<file path="src/hdl/sfd_pkg.sv">
// ----------------------------------------------------------------------------
// sfd_pkg
// types and constants shared by the serial frame deframer modules
// ----------------------------------------------------------------------------
package sfd_pkg;

    localparam int BYTE_W   = 8;
    localparam int WORD_W   = 16;
    localparam int HDR_CNT_W = 2;
    localparam int TDATA_W  = 80;

    localparam logic [BYTE_W-1:0] START_BYTE = 8'hAA;

    // parser phase, one-hot
    typedef enum logic [3:0] {
        PH_HUNT    = 4'b0001,
        PH_HEADER  = 4'b0010,
        PH_PAYLOAD = 4'b0100,
        PH_CHECK   = 4'b1000
    } phase_t;

    typedef enum logic [1:0] {
        ST_PAYLOAD   = 2'd0,
        ST_OK        = 2'd1,
        ST_MISMATCH  = 2'd2,
        ST_TRUNCATED = 2'd3
    } status_t;

    typedef struct packed {
        logic [BYTE_W-1:0] rx_byte;
        logic              restart;
    } in_item_t;

    typedef struct packed {
        status_t           status;
        logic [BYTE_W-1:0] device_id;
        logic [WORD_W-1:0] command_code;
        logic [WORD_W-1:0] payload_length;
        logic [BYTE_W-1:0] payload_byte;
        logic [WORD_W-1:0] byte_index;
        logic [BYTE_W-1:0] received_checksum;
        logic [BYTE_W-1:0] computed_sum;
        logic              frame_end;
    } result_t;

endpackage

</file>
<file path="src/hdl/sfd_in_stage.sv">
// ----------------------------------------------------------------------------
// sfd_in_stage
// input register for received bytes, refilled in the cycle it is consumed
// ----------------------------------------------------------------------------
module sfd_in_stage
(
    input  logic                       clk,
    input  logic                       rst_n,
    input  logic                       s_tvalid,
    output logic                       s_tready,
    input  logic [sfd_pkg::BYTE_W-1:0] s_tdata,   // rx_byte
    input  logic                       s_tuser,   // restart
    input  logic                       take,
    output logic                       item_valid,
    output sfd_pkg::in_item_t          item
);
    import sfd_pkg::*;

    logic     valid_reg;
    logic     valid_next;
    in_item_t item_reg;
    logic     load;

    assign s_tready   = !valid_reg || take;
    assign load       = s_tvalid && s_tready;
    assign valid_next = load ? 1'b1 : (take ? 1'b0 : valid_reg);

    always_ff @(posedge clk or negedge rst_n)
    begin
        if (!rst_n)
        begin
            valid_reg <= 1'b0;
        end
        else
        begin
            valid_reg <= valid_next;
        end
    end

    // payload holds no reset
    always_ff @(posedge clk)
    begin
        if (load)
        begin
            item_reg.rx_byte <= s_tdata;
            item_reg.restart <= s_tuser;
        end
    end

    assign item_valid = valid_reg;
    assign item       = item_reg;

endmodule

</file>
<file path="src/hdl/sfd_parse.sv">
// ----------------------------------------------------------------------------
// sfd_parse
// frame state and single-pass parsing of one byte into at most one result
// ----------------------------------------------------------------------------
module sfd_parse
(
    input  logic              clk,
    input  logic              rst_n,
    input  logic              take,
    input  sfd_pkg::in_item_t item,
    output logic              res_valid,
    output sfd_pkg::result_t  res
);
    import sfd_pkg::*;

    phase_t               phase_reg,   phase_next;
    logic [HDR_CNT_W-1:0] hdr_cnt_reg, hdr_cnt_next;
    logic [BYTE_W-1:0]    id_reg,      id_next;
    logic [WORD_W-1:0]    cmd_reg,     cmd_next;
    logic [WORD_W-1:0]    len_reg,     len_next;
    logic [WORD_W-1:0]    pcnt_reg,    pcnt_next;
    logic [BYTE_W-1:0]    sum_reg,     sum_next;

    logic [BYTE_W-1:0]    b;
    logic [BYTE_W-1:0]    sum_add;
    phase_t               ph;

    assign b       = item.rx_byte;
    assign sum_add = sum_reg + b;

    always_comb
    begin
        phase_next   = phase_reg;
        hdr_cnt_next = hdr_cnt_reg;
        id_next      = id_reg;
        cmd_next     = cmd_reg;
        len_next     = len_reg;
        pcnt_next    = pcnt_reg;
        sum_next     = sum_reg;
        res_valid    = 1'b0;
        res          = '0;
        res.device_id      = id_reg;
        res.command_code   = cmd_reg;
        res.payload_length = len_reg;
        res.computed_sum   = sum_reg;
        ph           = phase_reg;

        // restart drops a partial frame and reports it
        if (item.restart)
        begin
            if (phase_reg != PH_HUNT)
            begin
                res_valid      = 1'b1;
                res.status     = ST_TRUNCATED;
                res.byte_index = pcnt_reg;
                res.frame_end  = 1'b1;
            end
            ph           = PH_HUNT;
            phase_next   = PH_HUNT;
            hdr_cnt_next = '0;
        end

        unique case (ph)
            PH_HEADER:
            begin
                sum_next = sum_add;
                if (!hdr_cnt_reg[1])
                    cmd_next = {cmd_reg[BYTE_W-1:0], b};
                else
                    len_next = {len_reg[BYTE_W-1:0], b};
                hdr_cnt_next = hdr_cnt_reg + 1'b1;
                if (hdr_cnt_reg == '1)
                begin
                    phase_next = (len_next == '0) ? PH_CHECK : PH_PAYLOAD;
                end
            end
            PH_PAYLOAD:
            begin
                sum_next         = sum_add;
                res_valid        = 1'b1;
                res.status       = ST_PAYLOAD;
                res.payload_byte = b;
                res.byte_index   = pcnt_reg;
                res.computed_sum = sum_add;
                pcnt_next        = pcnt_reg + 1'b1;
                if (pcnt_next >= len_reg)
                    phase_next = PH_CHECK;
            end
            PH_CHECK:
            begin
                res_valid             = 1'b1;
                res.status            = (b == sum_reg) ? ST_OK : ST_MISMATCH;
                res.received_checksum = b;
                res.frame_end         = 1'b1;
                phase_next            = PH_HUNT;
                hdr_cnt_next          = '0;
            end
            PH_HUNT:
            begin
                // start bytes are skipped, anything else opens a frame
                if (b != START_BYTE)
                begin
                    id_next      = b;
                    cmd_next     = '0;
                    len_next     = '0;
                    pcnt_next    = '0;
                    sum_next     = b;
                    hdr_cnt_next = '0;
                    phase_next   = PH_HEADER;
                end
            end
            default:
            begin
                phase_next   = PH_HUNT;
                hdr_cnt_next = '0;
            end
        endcase
    end

    always_ff @(posedge clk or negedge rst_n)
    begin
        if (!rst_n)
        begin
            phase_reg   <= PH_HUNT;
            hdr_cnt_reg <= '0;
            id_reg      <= '0;
            cmd_reg     <= '0;
            len_reg     <= '0;
            pcnt_reg    <= '0;
            sum_reg     <= '0;
        end
        else if (take)
        begin
            phase_reg   <= phase_next;
            hdr_cnt_reg <= hdr_cnt_next;
            id_reg      <= id_next;
            cmd_reg     <= cmd_next;
            len_reg     <= len_next;
            pcnt_reg    <= pcnt_next;
            sum_reg     <= sum_next;
        end
    end

    // header counter only runs inside the header
    a_hdr_cnt_idle: assert property (@(posedge clk) disable iff (!rst_n)
        phase_reg != PH_HEADER |-> hdr_cnt_reg == '0)
        else $error("header count nonzero outside header");

    // payload phase never has all bytes already counted
    a_pcnt_bound: assert property (@(posedge clk) disable iff (!rst_n)
        phase_reg == PH_PAYLOAD |-> pcnt_reg < len_reg)
        else $error("payload count reached length in payload phase");

    // a checksum byte always closes the frame with a result
    a_check_ends: assert property (@(posedge clk) disable iff (!rst_n)
        take && phase_reg == PH_CHECK && !item.restart
            |-> res_valid && res.frame_end && phase_next == PH_HUNT)
        else $error("checksum byte did not end the frame");

endmodule

</file>
<file path="src/hdl/serial_frame_deframer_sum8.sv">
// ----------------------------------------------------------------------------
// serial_frame_deframer_sum8
// cuts a stream of received serial bytes into frames with an 8-bit sum check
// ----------------------------------------------------------------------------
// usage
//   slave channel: one received byte per transfer, tuser carries restart,
//   which drops any partial frame before that byte
//   master channel: one result per payload byte (tuser = payload status) and
//   one frame-end result per frame (tlast high, tuser = ok, mismatch or
//   truncated); start bytes and header bytes give no result
//   path: a byte is registered at the input, parsed in one pass and its
//   result is registered in the result register before it is presented
//   throughput: one byte per cycle while no result is held by the output,
//   with a combinational parse between the input and result registers
//   reset: returns the parser to hunting for a frame start, all counters
//   and header fields cleared, both registers empty
//   stall: a held result keeps the parser still; the input register still
//   takes one more byte, then s_tready drops until the result is taken
// ----------------------------------------------------------------------------
module serial_frame_deframer_sum8
(
    input  logic                        clk,
    input  logic                        rst_n,
    // received bytes
    input  logic                        s_tvalid,
    output logic                        s_tready,
    input  logic [sfd_pkg::BYTE_W-1:0]  s_tdata,   // rx_byte[7:0]
    input  logic                        s_tuser,   // restart
    // parse results
    output logic                        m_tvalid,
    input  logic                        m_tready,
    // device_id[7:0], command_code[23:8], payload_length[39:24],
    // payload_byte[47:40], byte_index[63:48], received_checksum[71:64],
    // computed_sum[79:72]
    output logic [sfd_pkg::TDATA_W-1:0] m_tdata,
    output logic [1:0]                  m_tuser,   // status[1:0]
    output logic                        m_tlast    // frame_end
);
    import sfd_pkg::*;

    in_item_t item;
    logic     item_valid;
    logic     take;
    logic     res_valid;
    result_t  res;

    logic     out_valid_reg;
    logic     out_valid_next;
    result_t  out_reg;
    logic     out_free;

    // the parser moves only when the result register can take its output
    assign out_free = !out_valid_reg || m_tready;
    assign take     = item_valid && out_free;

    sfd_in_stage u_in_stage
    (
        .clk        (clk),
        .rst_n      (rst_n),
        .s_tvalid   (s_tvalid),
        .s_tready   (s_tready),
        .s_tdata    (s_tdata),
        .s_tuser    (s_tuser),
        .take       (take),
        .item_valid (item_valid),
        .item       (item)
    );

    sfd_parse u_parse
    (
        .clk       (clk),
        .rst_n     (rst_n),
        .take      (take),
        .item      (item),
        .res_valid (res_valid),
        .res       (res)
    );

    // result register
    assign out_valid_next = (take && res_valid) ? 1'b1 :
                            (m_tready ? 1'b0 : out_valid_reg);

    always_ff @(posedge clk or negedge rst_n)
    begin
        if (!rst_n)
        begin
            out_valid_reg <= 1'b0;
        end
        else
        begin
            out_valid_reg <= out_valid_next;
        end
    end

    always_ff @(posedge clk)
    begin
        if (take && res_valid)
        begin
            out_reg <= res;
        end
    end

    assign m_tvalid = out_valid_reg;
    assign m_tuser  = out_reg.status;
    assign m_tlast  = out_reg.frame_end;
    assign m_tdata  = {out_reg.computed_sum,
                       out_reg.received_checksum,
                       out_reg.byte_index,
                       out_reg.payload_byte,
                       out_reg.payload_length,
                       out_reg.command_code,
                       out_reg.device_id};

    // a held result must freeze the parser
    a_stall_freeze: assert property (@(posedge clk) disable iff (!rst_n)
        m_tvalid && !m_tready |-> !take)
        else $error("parser advanced while result stalled");

    // input back-pressure only while a byte is waiting
    a_ready_cause: assert property (@(posedge clk) disable iff (!rst_n)
        !s_tready |-> item_valid && !out_free)
        else $error("input stalled without a waiting byte");

    // frame end exactly on the non-payload statuses
    a_last_status: assert property (@(posedge clk) disable iff (!rst_n)
        m_tvalid |-> (m_tlast == (out_reg.status != ST_PAYLOAD)))
        else $error("tlast disagrees with status");

endmodule
</file>
<file path="config.mk">
export PLATFORM = sky130hd
export DESIGN_NAME = serial_frame_deframer_sum8
export DESIGN_NICKNAME = d
export VERILOG_FILES = /design/src/hdl/sfd_pkg.sv /design/src/hdl/sfd_in_stage.sv /design/src/hdl/sfd_parse.sv /design/src/hdl/serial_frame_deframer_sum8.sv
export SDC_FILE = /design/constraint.sdc
export NUM_CORES = 1
export LEC_CHECK = 0
export BUFFER_PORTS_ARGS = -buffer_cell sky130_fd_sc_hd__buf_4
export CAP_MARGIN = 10
export CORE_MARGIN = 2
export CORE_UTILIZATION = 60
export DETAILED_ROUTE_END_ITERATION = 10
export PLACE_DENSITY_LB_ADDON = 0.08
export SYNTH_ARGS = -nofsm -noshare
export SYNTH_HDL_FRONTEND = slang
export SYNTH_HIERARCHICAL = 1
export SYNTH_SLANG_ARGS = --single-unit
</file>
<file path="constraint.sdc">
create_clock -name clk -period 4.5 [get_ports clk]
set_input_delay 0.45 -clock clk [delete_from_list [all_inputs] [get_ports clk]]
set_output_delay 0.45 -clock clk [all_outputs]
set_load 0.1 [all_outputs]
</file>
==> tab_implementation.tex <==
\begin{tabular}{lr}
\hline
Metric & Value \\
\hline
\multicolumn{2}{l}{\textbf{Timing}} \\
\quad Final Critical Period & roughly 3100 ps \\
\quad Worst-case headroom to the max-slew limit & 28.7\% \\
\quad Count of endpoints failing setup in the final report & 0 \\
\quad Hold Slack & about 150 ps \\
\quad Unrepaired setup endpoints after global routing & no \\
\quad Total count of max-transition violations in the final report & 0 \\
\quad Accumulated negative setup slack & 0 ps \\
\quad Hold Fails Final Rpt & 0 \\
\quad Post-layout worst setup margin & approximately 1400 ps \\
\quad Slew at the pin closest to its max-slew limit & 1060 ps \\
\quad Achievable Freq & 327 MHz \\
\quad Clock tree skew after final layout & 5.70 ps \\
\quad Final period util & 67.9\% \\
\multicolumn{2}{l}{\textbf{Cells and area}} \\
\quad Post-synthesis to final-layout area growth & 19.1\% \\
\quad Flip-flop count of the largest register after layout & 80 \\
\quad ANT cells & 0 \\
\quad Fraction of layout instances using a drive strength above 1 & a little under a quarter \\
\quad Final instance area & about 8600 sq um \\
\quad Total of fill cells in the finished design & between 800 and 900 \\
\quad Net total in the final layout & $\sim$720 \\
\multicolumn{2}{l}{\textbf{Global routing}} \\
\quad Number of global-route vias before repair & 4889 \\
\quad Grt total ovfl & 0 \\
\quad Number of antenna violations at the first check in global routing & 0 \\
\quad Met1 usage in global routing & 33.3\% \\
\quad Busiest grt layer & met2 \\
\quad GRT Resource Usage Total & about a quarter \\
\quad Global-route wire length before repair & between 20 and 25 mm \\
\quad Largest net degree at the start of global routing & between 80 and 90 \\
\quad GR Util met3 & under 10\% \\
\quad Routing usage on met2 & around two fifths \\
\multicolumn{2}{l}{\textbf{Logic synthesis}} \\
\quad Async set-or-reset flop fraction in the synthesized netlist & between 40\% and 50\% \\
\quad Count of state elements after synthesis & 164 \\
\quad Number of nets in the synthesized netlist & 628 \\
\quad Most common flop cell mapped by yosys & edfxtp\_1 \\
\quad EDFF count, synth & just over 90 \\
\quad Average size of a mapped cell & 12.3 sq um \\
\quad Instance count of the mapped netlist & 589 \\
\quad Post-synthesis sequential area ratio & between 60\% and 70\% \\
\quad Synthesized area & just over 7000 sq um \\
\quad Number of different library cells in the post-synthesis netlist & 67 \\
\quad Number of warnings reported in the yosys synthesis log & 6 \\
\multicolumn{2}{l}{\textbf{Setup path}} \\
\quad Type of destination of the critical path & register \\
\quad Startpoint type of the worst setup path & register \\
\quad Worst path slowest cell & and3\_1 \\
\quad Type of the worst setup path & register to register \\
\quad Cells traversed along the worst timing path & nor2\_1, and3\_1, or2\_2, nand2\_1, nor2b\_4, buf\_12 \\
\quad Largest delay share family, worst path & simple AND/OR/NAND/NOR gates \\
\quad Largest fanout of any net on the critical path & 83 \\
\quad Largest stage delay on the critical path & 760 ps \\
\quad Number of buffers and inverters on the critical path & 1 \\
\quad Data arrival time of the critical path & roughly 3100 ps \\
\quad WP data required & 4580 ps \\
\multicolumn{2}{l}{\textbf{Power}} \\
\quad Worst IR Drop VDD & around 0.00053 V \\
\quad Leakage power of the design & 3.73 nW \\
\quad Power per Cell Area & 754 nW/um\^{}2 \\
\quad Final Total Pwr & around 0.0065 W \\
\multicolumn{2}{l}{\textbf{Route}} \\
\quad Per-cell via count in the routed design & $\sim$5.9 \\
\quad Vias & $\sim$5000 \\
\quad Detailed Route WL & between 15 and 20 mm \\
\quad Final routed wire length divided by cell count & 18.6 microns \\
\quad DRC violation total after the first TritonRoute iteration & 466 \\
\quad First-pass iteration count of the detailed router & 7 \\
\quad DRC viols & 0 \\
\quad Count of nets left with antenna violations after detail routing & 0 \\
\multicolumn{2}{l}{\textbf{Floorplanning}} \\
\quad Number of placed I/O pins & 98 \\
\quad Die Span Y & approximately 110 microns \\
\quad Effective utilization at floorplan & between 60\% and 70\% \\
\quad Width of the die & about 110 microns \\
\quad Die ar. & 13000 sq um \\
\quad Standard-cell row count & 40 \\
\quad Floorplan Core Area & roughly 12000 sq um \\
\multicolumn{2}{l}{\textbf{Placement}} \\
\quad Weighted congestion at the end of routability-driven global placement & 0.825 \\
\quad Placed Area & around 8000 sq um \\
\quad Post-DP HPWL & around 10 mm \\
\quad Post-placement worst setup slack & about 1500 ps \\
\quad Total of buffers placed on input and output ports & 97 \\
\multicolumn{2}{l}{\textbf{Clock tree}} \\
\quad Later-pin clock latency in the skew report & 430 ps \\
\quad Clock root buffer & clkbuf\_16 \\
\quad TritonCTS clock tree & built \\
\quad H-Tree Depth & 4 \\
\quad Clk pin slew, worst setup/hold paths & roughly 70 ps \\
\quad Maximum number of buffers from clock root to sink & 2 \\
\quad Hold-fix buffers at CTS & 0 \\
\quad Count of instances resized after the clock tree is built & 0 \\
\quad Number of clock sinks seen by CTS & roughly 160 \\
\quad TritonCTS buffer count & 17 \\
\quad Buffer count from post-CTS setup fixing & 0 \\
\multicolumn{2}{l}{\textbf{Run status}} \\
\quad Status & completed \\
\multicolumn{2}{l}{\textbf{Job}} \\
\quad Number of violations of the max-capacitance limit & 0 \\
\multicolumn{2}{l}{\textbf{Min path}} \\
\quad Min-Delay Path Class & input port to async pin \\
\hline
\end{tabular}
-- layout by cell type (no fill, tap or decap), types with 6 or more instances in the layout --
master,Yosys,final
buf_4,3,101
edfxtp_1,92,92
nand2_1,72,72
dfrtp_1,71,71
o21ai_0,50,50
nor2_1,29,29
ha_1,25,25
and2_1,24,24
inv_1,21,21
clkbuf_16,0,17
a22o_1,16,16
and3_1,15,15
nand3_1,15,15
a21oi_1,15,15
xnor2_1,12,12
xor2_1,9,9
mux2_2,7,7
nand4_1,6,6
o31ai_1,6,6
-- cells by family after synthesis --
family          share of synthesized area, %
flops                                   62.9
simple gates                            13.4
mux                                     1.50
fa+ha+maj                               4.59
compound gates                          11.5
xor+xnor                                2.54
buf+inv                                 3.54
-- where the power goes --
group / total (W) / internal (W) / switching, W / leakage, nW
clock network: 0.00147 / 0.000888 / 0.000582 / 0.293
logic: 0.00274 / 0.000585 / 0.00216 / 1.59
registers: 0.00230 / 0.00207 / 0.000228 / 1.84
total: 0.00651 / 0.00354 / 0.00297 / 3.73
-- Yosys cell counts (all sizes together) (4+ instances only) --
library cell,n,share of area (%)
a21oi,16,1.2
nand2b,5,0.64
inv,21,1.1
dfrtp,71,24
nand4,6,0.52
nand3,15,1.0
ha,25,4.3
mux2,7,1.1
buf,14,1.2
xor2,9,1.1
a22o,16,1.9
o31ai,6,0.62
a31oi,4,0.34
nand2,73,3.8
a21o,4,0.41
edfxtp,92,38
xnor2,12,1.4
nor4,6,0.60
clkbuf,16,1.3
o21ai,54,3.8
and3,17,1.5
and2,27,2.4
nor2,29,1.5
-- final timing paths --
check	end	slack, ps	cells past startpoint	start
setup / recovery	m_tdata[12]$_DFFE_PP_	1450	6	u_in_stage/item[0]$_DFFE_PP_
hold / removal	u_parse/sum_reg[3]$_DFFE_PN0P_	150	1	rst_n
setup reg to reg	m_tdata[12]$_DFFE_PP_	1450	6	u_in_stage/item[0]$_DFFE_PP_
hold reg to reg	m_tdata[2]$_DFFE_PP_	450	0	u_parse/id_reg[2]$_DFFE_PN0P_
max in group asynchronous	u_parse/pcnt_reg[9]$_DFFE_PN0P_	3720	1	rst_n
min in group clk	u_in_stage/item[1]$_DFFE_PP_	200	1	s_tdata[0]
-- final cells by class --
type	instances	area, sq um	share of cell area [%]
Multi-Input combinational cell	374	2430	28.2
Timing Repair Buffer	102	778	9.01
Sequential cell	164	4570	52.9
Clock inverter	12	151	1.75
Inverter	21	78.8	0.913
Clock buffer	20	447	5.17
Tap cell	147	184	2.13
-- through the flow --
step,instances,utilization (%)
detailed placement,807,67.4
CTS,839,72.4
global route,840,72.5
floorplan,589,-
global placement,807,67.4
finish,840,72.5
-- worst reg2reg max path, stage by stage (launching register included) --
cell and delay (ps):
edfxtp_1 530, nor2_1 520, and3_1 760, or2_2 230
nand2_1 90, nor2b_4 160, buf_12 370
-- routing by layer --
metal  vias up  part of all wire, %
met1      2440                   43
met4         0                  2.9
met3        48                  5.5
met5         -                    0
li1       2318                    -
met2       180                   49
Power figures use the tool's default switching activity.
